## src/sv/arp_cache_aging_table_unit_defines.svh

```systemverilog
// assertion macros of the arp cache rtl
`ifndef ARP_CACHE_AGING_TABLE_UNIT_DEFINES_SVH
`define ARP_CACHE_AGING_TABLE_UNIT_DEFINES_SVH

`ifndef SYNTHESIS
`define ARPCAT_ASSERT_IMP(lbl, clk, rst_n, ante, cons) \
    lbl: assert property (@(posedge clk) disable iff (!rst_n) (ante) |-> (cons)) \
        else $error("arp cache assertion failed");
`define ARPCAT_ASSERT_NXT(lbl, clk, rst_n, ante, cons) \
    lbl: assert property (@(posedge clk) disable iff (!rst_n) (ante) |=> (cons)) \
        else $error("arp cache assertion failed");
`else
`define ARPCAT_ASSERT_IMP(lbl, clk, rst_n, ante, cons)
`define ARPCAT_ASSERT_NXT(lbl, clk, rst_n, ante, cons)
`endif

`endif

```

## src/sv/arpcat_pkg.sv

```systemverilog
// types and constants of the arp cache with aging
package arpcat_pkg;

    localparam int IP_W   = 32;
    localparam int MAC_W  = 48;
    localparam int TIME_W = 32;
    localparam int AGE_W  = 16;
    localparam int CNT_W  = 5;
    localparam int MODE_W = 2;

    localparam logic [AGE_W-1:0]  AGE_RESET = 16'd300;
    localparam logic [CNT_W-1:0]  COUNT_MAX = 5'd31;

    localparam logic [MODE_W-1:0] MODE_ADD     = 2'd0;
    localparam logic [MODE_W-1:0] MODE_LOOKUP  = 2'd1;
    localparam logic [MODE_W-1:0] MODE_CLEANUP = 2'd2;
    localparam logic [MODE_W-1:0] MODE_TICK    = 2'd3;

    typedef enum logic [1:0] {
        S_CLEAR,
        S_IDLE,
        S_WALK
    } t_state;

    typedef struct packed {
        logic              valid;
        logic              stale;
        logic [IP_W-1:0]   ip;
        logic [MAC_W-1:0]  mac;
        logic [TIME_W-1:0] stamp;
    } t_entry;

    localparam int ENTRY_W = $bits(t_entry);

endpackage

```

## src/sv/arpcat_ram.sv

```systemverilog
// generic simple dual port ram with registered read
module arpcat_ram #(
    parameter  int WIDTH = 8,
    parameter  int DEPTH = 16,
    localparam int AW    = (DEPTH > 1) ? $clog2(DEPTH) : 1
) (
    input  logic             i_clk,
    input  logic             i_we,
    input  logic [AW-1:0]    i_waddr,
    input  logic [WIDTH-1:0] i_wdata,
    input  logic [AW-1:0]    i_raddr,
    output logic [WIDTH-1:0] o_rdata
);

    logic [WIDTH-1:0] r_mem [DEPTH];
    logic [WIDTH-1:0] r_rdata;

    always_ff @(posedge i_clk) begin
        if (i_we) begin
            r_mem[i_waddr] <= i_wdata;
        end
        r_rdata <= r_mem[i_raddr];
    end

    assign o_rdata = r_rdata;

endmodule

```

## src/sv/arp_cache_aging_table_unit.sv

```systemverilog
// arp neighbour cache with aging, top level
//
//  channel   direction  handshake          beat
//  command   in         start / busy       i_mode, i_ip_addr, i_mac_addr
//  result    out        o_strobe           o_hit, o_found_mac, o_is_stale, o_removed_count
//  config    in         i_cfg_we           i_cfg_wdata (max age in seconds)
//
//  add and tick give their result in the cycle after the beat and leave busy low
//  lookup and cleanup walk the table through the one ram read port, one entry
//  a cycle, and a lookup ends the walk early on a hit
//  after reset busy stays high while the ram is cleared
//  the result is shown for one cycle only; the receiver cannot stall it
`include "arp_cache_aging_table_unit_defines.svh"

module arp_cache_aging_table_unit #(
    parameter int TABLE_DEPTH = 16
) (
    input  logic                         i_clk,
    input  logic                         i_rst_n,
    input  logic                         start,
    output logic                         busy,
    input  logic [arpcat_pkg::MODE_W-1:0] i_mode,
    input  logic [arpcat_pkg::IP_W-1:0]   i_ip_addr,
    input  logic [arpcat_pkg::MAC_W-1:0]  i_mac_addr,
    input  logic                         i_cfg_we,
    input  logic [arpcat_pkg::AGE_W-1:0]  i_cfg_wdata,
    output logic                         o_strobe,
    output logic                         o_hit,
    output logic [arpcat_pkg::MAC_W-1:0]  o_found_mac,
    output logic                         o_is_stale,
    output logic [arpcat_pkg::CNT_W-1:0]  o_removed_count
);

    localparam int AW = (TABLE_DEPTH > 1) ? $clog2(TABLE_DEPTH) : 1;
    localparam int CW = $clog2(TABLE_DEPTH + 1);
    localparam logic [AW-1:0] LAST_ADDR = AW'(TABLE_DEPTH - 1);
    localparam logic [CW-1:0] DEPTH_CNT = CW'(TABLE_DEPTH);
    localparam logic [CW-1:0] LAST_CNT  = CW'(TABLE_DEPTH - 1);

    arpcat_pkg::t_state r_state;
    arpcat_pkg::t_state n_state;

    logic [arpcat_pkg::AGE_W-1:0]  r_max_age;
    logic [arpcat_pkg::TIME_W-1:0] r_seconds;
    logic [AW-1:0]                 r_ptr;
    logic [AW-1:0]                 r_rd_addr;
    logic [AW-1:0]                 r_chk_addr;
    logic [CW-1:0]                 r_issue;
    logic                          r_chk_vld;
    logic                          r_chk_last;
    logic [arpcat_pkg::MODE_W-1:0] r_mode;
    logic [arpcat_pkg::IP_W-1:0]   r_ip;
    logic [arpcat_pkg::CNT_W-1:0]  r_count;

    logic                          r_strobe;
    logic                          r_hit;
    logic [arpcat_pkg::MAC_W-1:0]  r_found_mac;
    logic                          r_is_stale;
    logic [arpcat_pkg::CNT_W-1:0]  r_removed;

    logic                           w_accept;
    logic                           w_we;
    logic [AW-1:0]                  w_waddr;
    arpcat_pkg::t_entry             w_wentry;
    logic [arpcat_pkg::ENTRY_W-1:0] w_rdata;
    arpcat_pkg::t_entry             w_rd;
    logic [arpcat_pkg::TIME_W-1:0]  w_age;
    logic                           w_old;
    logic                           w_is_lookup;
    logic                           w_match;
    logic                           w_expire;
    logic                           w_walk_done;
    logic [arpcat_pkg::CNT_W-1:0]   w_count_next;
    logic [AW-1:0]                  w_lookup_first;
    logic [AW-1:0]                  w_rd_addr_next;

    arpcat_ram #(
        .WIDTH (arpcat_pkg::ENTRY_W),
        .DEPTH (TABLE_DEPTH)
    ) u_ram (
        .i_clk   (i_clk),
        .i_we    (w_we),
        .i_waddr (w_waddr),
        .i_wdata (w_wentry),
        .i_raddr (r_rd_addr),
        .o_rdata (w_rdata)
    );

    // shared age and address compare on the entry read back
    always_comb begin
        w_rd         = arpcat_pkg::t_entry'(w_rdata);
        w_age        = r_seconds - w_rd.stamp;
        w_old        = w_age > arpcat_pkg::TIME_W'(r_max_age);
        w_is_lookup  = r_mode == arpcat_pkg::MODE_LOOKUP;
        w_match      = r_chk_vld && w_is_lookup && w_rd.valid && (w_rd.ip == r_ip);
        w_expire     = r_chk_vld && !w_is_lookup && w_rd.valid && w_old;
        w_walk_done  = r_chk_vld && (w_match || r_chk_last);
        w_count_next = (w_expire && (r_count != arpcat_pkg::COUNT_MAX)) ?
                       r_count + 1'b1 : r_count;
        w_lookup_first = (r_ptr == '0) ? LAST_ADDR : r_ptr - 1'b1;
        if (w_is_lookup) begin
            w_rd_addr_next = (r_rd_addr == '0) ? LAST_ADDR : r_rd_addr - 1'b1;
        end else begin
            w_rd_addr_next = (r_rd_addr == LAST_ADDR) ? '0 : r_rd_addr + 1'b1;
        end
    end

    assign w_accept = start && !busy;

    always_comb begin
        n_state = r_state;
        case (r_state)
            arpcat_pkg::S_CLEAR: begin
                if (r_rd_addr == LAST_ADDR) begin
                    n_state = arpcat_pkg::S_IDLE;
                end
            end
            arpcat_pkg::S_IDLE: begin
                if (w_accept && (i_mode == arpcat_pkg::MODE_LOOKUP ||
                                 i_mode == arpcat_pkg::MODE_CLEANUP)) begin
                    n_state = arpcat_pkg::S_WALK;
                end
            end
            arpcat_pkg::S_WALK: begin
                if (w_walk_done) begin
                    n_state = arpcat_pkg::S_IDLE;
                end
            end
            default: n_state = arpcat_pkg::S_CLEAR;
        endcase
    end

    always_comb begin
        busy     = 1'b1;
        w_we     = 1'b0;
        w_waddr  = r_rd_addr;
        w_wentry = '0;
        case (r_state)
            arpcat_pkg::S_CLEAR: begin
                w_we = 1'b1;
            end
            arpcat_pkg::S_IDLE: begin
                busy = 1'b0;
                if (start && i_mode == arpcat_pkg::MODE_ADD) begin
                    w_we           = 1'b1;
                    w_waddr        = r_ptr;
                    w_wentry.valid = 1'b1;
                    w_wentry.stale = 1'b0;
                    w_wentry.ip    = i_ip_addr;
                    w_wentry.mac   = i_mac_addr;
                    w_wentry.stamp = r_seconds;
                end
            end
            arpcat_pkg::S_WALK: begin
                w_waddr  = r_chk_addr;
                w_wentry = w_rd;
                if (w_match) begin
                    w_we           = 1'b1;
                    w_wentry.stale = w_rd.stale | w_old;
                end else if (w_expire) begin
                    w_we           = 1'b1;
                    w_wentry.valid = 1'b0;
                end
            end
            default: busy = 1'b1;
        endcase
    end

    always_ff @(posedge i_clk) begin
        if (!i_rst_n) begin
            r_state    <= arpcat_pkg::S_CLEAR;
            r_max_age  <= arpcat_pkg::AGE_RESET;
            r_seconds  <= '0;
            r_ptr      <= '0;
            r_rd_addr  <= '0;
            r_issue    <= '0;
            r_chk_vld  <= 1'b0;
            r_chk_last <= 1'b0;
            r_strobe   <= 1'b0;
        end else begin
            r_state  <= n_state;
            r_strobe <= (w_accept && (i_mode == arpcat_pkg::MODE_ADD ||
                                      i_mode == arpcat_pkg::MODE_TICK)) || w_walk_done;
            if (i_cfg_we) begin
                r_max_age <= i_cfg_wdata;
            end
            case (r_state)
                arpcat_pkg::S_CLEAR: begin
                    r_rd_addr <= (r_rd_addr == LAST_ADDR) ? '0 : r_rd_addr + 1'b1;
                end
                arpcat_pkg::S_IDLE: begin
                    if (w_accept) begin
                        r_mode     <= i_mode;
                        r_ip       <= i_ip_addr;
                        r_issue    <= '0;
                        r_chk_vld  <= 1'b0;
                        r_chk_last <= 1'b0;
                        r_count    <= '0;
                        r_rd_addr  <= (i_mode == arpcat_pkg::MODE_LOOKUP) ?
                                      w_lookup_first : '0;
                        if (i_mode == arpcat_pkg::MODE_ADD) begin
                            r_ptr <= (r_ptr == LAST_ADDR) ? '0 : r_ptr + 1'b1;
                        end
                        if (i_mode == arpcat_pkg::MODE_TICK) begin
                            r_seconds <= r_seconds + 1'b1;
                        end
                        if (i_mode == arpcat_pkg::MODE_ADD ||
                            i_mode == arpcat_pkg::MODE_TICK) begin
                            r_hit       <= 1'b0;
                            r_found_mac <= '0;
                            r_is_stale  <= 1'b0;
                            r_removed   <= '0;
                        end
                    end
                end
                arpcat_pkg::S_WALK: begin
                    r_count <= w_count_next;
                    if (w_walk_done) begin
                        r_hit       <= w_match;
                        r_found_mac <= w_match ? w_rd.mac : '0;
                        r_is_stale  <= w_match ? (w_rd.stale | w_old) : 1'b0;
                        r_removed   <= w_is_lookup ? '0 : w_count_next;
                        r_chk_vld   <= 1'b0;
                    end else if (r_issue < DEPTH_CNT) begin
                        r_chk_vld  <= 1'b1;
                        r_chk_addr <= r_rd_addr;
                        r_chk_last <= r_issue == LAST_CNT;
                        r_rd_addr  <= w_rd_addr_next;
                        r_issue    <= r_issue + 1'b1;
                    end else begin
                        r_chk_vld <= 1'b0;
                    end
                end
                default: r_chk_vld <= 1'b0;
            endcase
        end
    end

    assign o_strobe        = r_strobe;
    assign o_hit           = r_hit;
    assign o_found_mac     = r_found_mac;
    assign o_is_stale      = r_is_stale;
    assign o_removed_count = r_removed;

    `ARPCAT_ASSERT_IMP(a_stale_needs_hit, i_clk, i_rst_n, o_strobe && o_is_stale, o_hit)
    `ARPCAT_ASSERT_IMP(a_miss_mac_zero, i_clk, i_rst_n, o_strobe && !o_hit, o_found_mac == '0)
    `ARPCAT_ASSERT_IMP(a_cleanup_no_hit, i_clk, i_rst_n, o_strobe && (o_removed_count != '0), !o_hit)
    `ARPCAT_ASSERT_IMP(a_issue_bound, i_clk, i_rst_n, r_state == arpcat_pkg::S_WALK, r_issue <= DEPTH_CNT)
    `ARPCAT_ASSERT_NXT(a_walk_entry, i_clk, i_rst_n, w_accept && (i_mode == arpcat_pkg::MODE_LOOKUP || i_mode == arpcat_pkg::MODE_CLEANUP), r_state == arpcat_pkg::S_WALK && !o_strobe)

endmodule

```

## config.mk

```make
export PLATFORM = sky130hd
export DESIGN_NAME = arp_cache_aging_table_unit
export DESIGN_NICKNAME = d
export VERILOG_FILES = /design/src/sv/arpcat_pkg.sv /design/src/sv/arpcat_ram.sv /design/src/sv/arp_cache_aging_table_unit.sv
export VERILOG_INCLUDE_DIRS = /design/src /design/src/sv
export SDC_FILE = /design/constraint.sdc
export NUM_CORES = 2
export LEC_CHECK = 0
export ABC_CLOCK_PERIOD_IN_PS = 23600
export BUFFER_PORTS_ARGS = -buffer_cell sky130_fd_sc_hd__buf_4
export CAP_MARGIN = 10
export CORE_MARGIN = 3
export CORE_UTILIZATION = 51
export DETAILED_ROUTE_END_ITERATION = 10
export GPL_TIMING_DRIVEN = 0
export PLACE_DENSITY = 0.67
export SLEW_MARGIN = 20
export SYNTH_ARGS = -nofsm -noshare
export SYNTH_HDL_FRONTEND = slang
export SYNTH_SLANG_ARGS = --single-unit
```

## constraint.sdc

```tcl
create_clock -name i_clk -period 23.6 [get_ports i_clk]
set_clock_uncertainty 0.2 [all_clocks]
set_input_delay 4.72 -clock i_clk [delete_from_list [all_inputs] [get_ports i_clk]]
set_output_delay 4.72 -clock i_clk [all_outputs]
set_load 0.005 [all_outputs]
```

# Word-level counts from Yosys, hierarchy flattened
# Memory sizes are Yosys's and may differ from the RTL's. A register that Yosys moved wholly into a read port is not among the register bits.
# Cells that the tools add are included.
# classes
addsub,8
magnitude_cmp,2
n_eq_ne,18
mux,58
n_bitwise,3
n_reduce_logical,33
# op_table
cell,count
$pmux W114 S2,1
$mux W48,4
$mux W114,1
$pmux W48 S2,1
$mux W4,10
$mux W5,8
$add A32 B1 Y32 const B,1
$eq A32 B32 Y1,1
$gt A32 B16 Y1,1
$sub A32 B32 Y32,1
$pmux W5 S2,3
$mux W1,19
$reduce_and A3 Y1,5
$logic_and A1 B1 Y1,12
$pmux W4 S3,1
$reduce_and A4 Y1,3
$add A5 B1 Y5 const B,2
$ne A2 B2 Y1 const B,5
$add A4 B1 Y4 const B,2
$eq A4 B4 Y1 const B,2
$logic_not A4 Y1,2
$pmux W4 S2,1
$sub A4 B1 Y4 const B,2
$eq A2 B1 Y1 const B,3
18 further kinds,31
# word_totals
regBits,164
ramBits,1824
inputBits,102
out_inout_bits,57
mem_count,1
# mem_list
memory,words,width,rd,rd_ports_with_merged_regs,wr,line_no,rtl
u_ram.r_mem,16,114,1,1,1,arpcat_ram.sv:15,logic [WIDTH-1:0] r_mem [DEPTH];

# Depth between registers and ports, before layout
# logic_depth
ltp_word,10
depth_mapped,22
ltp_nobuf,20

# Modules after synthesis
# From an unflattened synthesis, not the netlist that was laid out.
# unflattened
cells_unflattened,4147
hier_area_um2,81612.0
# by_module_without_submodules
mod,n_inst,cells_per_inst,area_each_um2,seq_area_each_um2
arpcat_ram,1,2916,70450.1,57054.7
arp_cache_aging_table_unit,1,1231,11162.0,4264.1

# Least setup slack after synthesis
# OpenSTA, ideal clock, no wires.
# synth_timing
kind,input port to flip-flop
from,input port i_mode[0] in the netlist's numbering
to,memory u_ram.r_mem[2][0] in the netlist's numbering (enable)
setup_time_ns,0.588
t_arrival_ns,10.875
path_slack_ns,11.936
cell_stages,11
path_cell_list,inv_1 ha_1 and3_1 clkbuf_1 nand2_1 nand2_1 a22oi_1 nand2_1 or3_1 o31a_1 nor2_1
# synth_via
elab_chain_len,6
elab_cells_between_ends,8
# synth_lines
element,line_no,rtl
start: declaration,arp_cache_aging_table_unit.sv:22,"input logic [arpcat_pkg::MODE_W-1:0] i_mode,"
$logic_not A2 Y1 (*),arp_cache_aging_table_unit.sv:144,if (start && i_mode == arpcat_pkg::MODE_ADD) begin
$logic_and A1 B1 Y1 (*),arp_cache_aging_table_unit.sv:144,
$mux W1,arp_cache_aging_table_unit.sv:144,
$pmux W1 S3,arp_cache_aging_table_unit.sv:138,case (r_state)
$mux W1,arpcat_ram.sv:19,if (i_we) begin
$mux W1 (implied by the code),arpcat_ram.sv:20,r_mem[i_waddr] <= i_wdata;
end: declaration,arpcat_ram.sv:15,
# Mark *: on every way between the ends. The rest lies on a longest branch, timed or not.

# Final worst setup path
# layout_timing
from,input port i_mode[0] in the netlist's numbering
to,memory u_ram.r_mem[8][55] in the netlist's numbering (enable)
# Same word-level chain as after synthesis.

==> reports/qor.csv <==
metric;value;unit
hold path startpoint;r_rd_addr[0];
Seq cells post-synth;2102;
count of unique library cells instantiated by Yosys;79;
total global-route track usage;27.0;%
DRC Markers;0;
internal power component;0.00612;W
net count of the mapped netlist;4032;
largest net degree at the start of global routing;38;
RSZ-0062 raised after global routing;false;
clock group share of total power;39.8;%
power density relative to cell area;82.5;nW/µm²
final hold violation count;0;
total negative setup slack;0;ps
Switching Power;0.00175;W
result of the run;complete, no violations;
buffers inserted by post-CTS timing repair;0;
total grt overflow;0;
Critical Path Fanout Max;15;
drt first pass iters;6;
horizontal die dimension;406;µm
count of vias placed by the detailed router;42273;
number of design-rule violations left by the first detailed-router iteration;5675;
Core Area;159000;µm²
synthesis warning total;0;
Maximum Capacitance Violations;0;
area growth from synthesis to final layout;16.9;%
Worst-Margin Slew;1200;ps
fraction of layout instances using a drive strength above 1;28.5;%
worst-case clock buffer depth;3;
summed area of non-filler cells in the final layout;95300;µm²
Resized Gates After CTS;0;
type of the worst setup path;in -> reg;
Hold Path Class;reg -> reg;
cells taking the most area after synthesis;sky130_fd_sc_hd__edfxtp_1 (71%), sky130_fd_sc_hd__mux4_2 (16%), sky130_fd_sc_hd__dfxtp_1 (4.4%);
register area share after synthesis;75.1;%
die outline height;406;µm
pins over their slew limit;0;
minimum clock period after layout;7830;ps
hold-fix buffers at CTS;0;
Critical Path Start Type;primary input;
reg-to-reg critical path startpoint;r_seconds[0];
clock buffer count from CTS;203;
clock transition at the register clock pins on the worst setup and hold paths after CTS;60;ps
count of final setup violators;0;
number of buffer cells added on primary ports;157;
syn avg cell area;21.1;µm²
effective utilization at floorplan;51.4;%
I/O pin count;159;
vias per std cell;6.38;
data arrival time at the worst-slack endpoint;8140;ps
instance count of the mapped netlist;3866;
Final nets;4535;
Logic pwr share;7.0;%
Worst VDD drop;0.0882;mV
overall die area;165000;µm²
final wirelength;219;mm
deepest level of the CTS H-tree;4;
first-pass GRT wire length;313;mm
HPWL after DPL;143;mm
Row Count;146;
Worst EP required;23920;ps
area of the mapped netlist;81600;µm²
TritonCTS clock tree;done;
vias in the first global route;42254;
category of the worst setup path capture point;flip-flop;
GPL Wtd Cong;0.883;
proportion of register bits with asynchronous set or reset after synthesis;0;%
post-detailed-route wirelength per cell;33.1;µm
ratio of final minimum period to clock period;33.2;%
headroom to the max-slew limit;20.2;%
source of the critical timing path;i_mode[0];
insertion delay of the later-clocked pin in the worst-skew pair;830;ps
sequential fraction of design power;53.1;%
clock root buffer master;sky130_fd_sc_hd__clkbuf_16;
share of the synthesized area in the top cell type;70.7;%
switching share of power;22.2;%
Total Power;0.00786;W
LEAKAGE;30.6;nW
most frequently used flop master after synthesis;sky130_fd_sc_hd__edfxtp_1;
Finished Core Util;60.1;%
sink count of the clock tree;2102;
Post-synth EDFFs;1922;
peak clock frequency supported by timing;128;MHz
remaining antenna violation count after routing;0;
placed cell area;88900;µm²
leading area contributor after synthesis;sky130_fd_sc_hd__edfxtp_1;
antenna violations before repair;7;
power groups by stage:
stage / logic [W] / registers, W / clock network (W)
after global placement: 0.000513 / 0.00429 / 0
after CTS: 0.000557 / 0.00418 / 0.00317
after global routing: 0.000589 / 0.00418 / 0.00332
final: 0.000554 / 0.00418 / 0.00313
after floorplan: 0.000335 / 0.00424 / 0
after detailed placement: 0.000554 / 0.00425 / 0
registers in the layout, summed over array words and instances, names as in the netlist:
register and count:
r_count 5, u_ram.r_mem 1824, r_ptr 4, r_chk_vld 1
u_ram.o_rdata 114, r_ip 32, o_hit 1, o_is_stale 1
o_removed_count 5, r_max_age 16, r_state 2, r_rd_addr 4
o_strobe 1, r_chk_addr 4, o_found_mac 48, r_chk_last 1
r_seconds 32, r_issue 5, r_mode 2
synthesized netlist by cell type, types with 3 or more instances:
| cell | instances |
|---|---|
| sky130_fd_sc_hd__a211oi_1 | 3 |
| sky130_fd_sc_hd__a21boi_0 | 11 |
| sky130_fd_sc_hd__a21o_1 | 4 |
| sky130_fd_sc_hd__a21oi_1 | 61 |
| sky130_fd_sc_hd__a221oi_1 | 3 |
| sky130_fd_sc_hd__a22o_1 | 116 |
| sky130_fd_sc_hd__a31oi_1 | 8 |
| sky130_fd_sc_hd__and2_1 | 37 |
| sky130_fd_sc_hd__and3_1 | 72 |
| sky130_fd_sc_hd__and4_1 | 3 |
| sky130_fd_sc_hd__buf_1 | 55 |
| sky130_fd_sc_hd__buf_2 | 8 |
| sky130_fd_sc_hd__clkbuf_1 | 133 |
| sky130_fd_sc_hd__dfxtp_1 | 180 |
| sky130_fd_sc_hd__edfxtp_1 | 1922 |
| sky130_fd_sc_hd__ha_1 | 63 |
| sky130_fd_sc_hd__inv_1 | 69 |
| sky130_fd_sc_hd__mux2i_1 | 19 |
| sky130_fd_sc_hd__mux4_2 | 570 |
| sky130_fd_sc_hd__nand2_1 | 101 |
| sky130_fd_sc_hd__nand2b_1 | 9 |
| sky130_fd_sc_hd__nand3_1 | 25 |
| sky130_fd_sc_hd__nand3b_1 | 4 |
| sky130_fd_sc_hd__nand4_1 | 19 |
| sky130_fd_sc_hd__nand4b_1 | 4 |
| sky130_fd_sc_hd__nor2_1 | 81 |
| sky130_fd_sc_hd__nor2b_1 | 23 |
| sky130_fd_sc_hd__nor3_1 | 15 |
| sky130_fd_sc_hd__nor3b_1 | 5 |
| sky130_fd_sc_hd__nor4_1 | 9 |
| sky130_fd_sc_hd__o2111ai_1 | 3 |
| sky130_fd_sc_hd__o211ai_1 | 11 |
| sky130_fd_sc_hd__o21a_1 | 10 |
| sky130_fd_sc_hd__o21ai_0 | 36 |
| sky130_fd_sc_hd__o21ai_1 | 11 |
| sky130_fd_sc_hd__o22ai_1 | 4 |
| sky130_fd_sc_hd__o31a_1 | 3 |
| sky130_fd_sc_hd__o31a_2 | 3 |
| sky130_fd_sc_hd__o31ai_1 | 3 |
| sky130_fd_sc_hd__or3_1 | 20 |
| sky130_fd_sc_hd__xnor2_1 | 38 |
| sky130_fd_sc_hd__xor2_1 | 47 |
cells in the final DEF, fill, tap and decap left out, types with 39 or more instances in the layout:
| master | count |
|---|---|
| sky130_fd_sc_hd__a21oi_1 | 61 |
| sky130_fd_sc_hd__a22o_1 | 116 |
| sky130_fd_sc_hd__and3_1 | 70 |
| sky130_fd_sc_hd__buf_12 | 70 |
| sky130_fd_sc_hd__buf_16 | 68 |
| sky130_fd_sc_hd__buf_4 | 157 |
| sky130_fd_sc_hd__clkbuf_1 | 143 |
| sky130_fd_sc_hd__clkbuf_16 | 206 |
| sky130_fd_sc_hd__clkbuf_2 | 63 |
| sky130_fd_sc_hd__clkinv_1 | 39 |
| sky130_fd_sc_hd__clkinv_2 | 48 |
| sky130_fd_sc_hd__dfxtp_1 | 180 |
| sky130_fd_sc_hd__edfxtp_1 | 1922 |
| sky130_fd_sc_hd__ha_1 | 63 |
| sky130_fd_sc_hd__inv_1 | 69 |
| sky130_fd_sc_hd__mux4_2 | 570 |
| sky130_fd_sc_hd__nand2_1 | 101 |
| sky130_fd_sc_hd__nor2_1 | 65 |
| sky130_fd_sc_hd__xor2_1 | 47 |
metal layers:
layer	global-route usage, %	wire (µm)
met5	0	13
met1	38.9	87000
met2	41.6	103000
met4	9.37	7750
met3	5.50	21100
through the flow:
| step | hold slack, ps | instances | worst slack [ps] |
|---|---|---|---|
| final | 267 | 6622 | 15780 |
| after global routing | 282 | 6621 | 15610 |
| after CTS | 266 | 6620 | 15850 |
| after detailed placement | 250 | 6235 | 14990 |
| after global placement | 244 | 6095 | 4030 |
| after floorplan | 232 | 3866 | 11940 |
cell type report:
type | instances | area [µm²]
antenna | 1 | 2.50
buffer | 197 | 865
clock buffer | 276 | 5600
clock inverter | 109 | 822
fill | 10995 | 63400
inverter | 70 | 263
multi-input combinational | 1497 | 19400
sequential | 2102 | 61300
tap | 2072 | 2590
timing repair buffer | 298 | 4490
cell families after synthesis:
family | after synthesis | synth area share, %
buffers and inverters | 267 | 1.25
flip-flops | 2102 | 75.1
multiplexers | 590 | 16.0
adder cells (fa/ha/maj) | 64 | 0.991
AND/OR/NAND/NOR | 437 | 2.80
XOR/XNOR | 85 | 0.912
AO/OA/AOI/OAI | 321 | 2.92
worst max-delay path, cell delays in order:
cell and delay (ps):
sky130_fd_sc_hd__buf_4 110, sky130_fd_sc_hd__inv_1 40, sky130_fd_sc_hd__ha_1 190, sky130_fd_sc_hd__and3_1 180
sky130_fd_sc_hd__clkbuf_1 190, sky130_fd_sc_hd__nand2_1 160, sky130_fd_sc_hd__nand2_1 100, sky130_fd_sc_hd__a22oi_1 210
sky130_fd_sc_hd__nand2_1 110, sky130_fd_sc_hd__or3_1 320, sky130_fd_sc_hd__o31a_1 250, sky130_fd_sc_hd__nor2_4 540
sky130_fd_sc_hd__buf_16 230, sky130_fd_sc_hd__buf_12 190, sky130_fd_sc_hd__buf_12 200, sky130_fd_sc_hd__buf_16 180
sky130_fd_sc_hd__buf_16 160
path summary, 6_finish.rpt:
path	end	slack [ps]	cells after the start
hold / removal	r_chk_addr[0]	270	0
setup / recovery	u_ram.r_mem[8][55]	15780	17
hold reg to reg	r_chk_addr[0]	270	0
setup reg to reg	u_ram.r_mem[8][55]	16670	24
No activity file was read; power rests on OpenSTA's default activity.
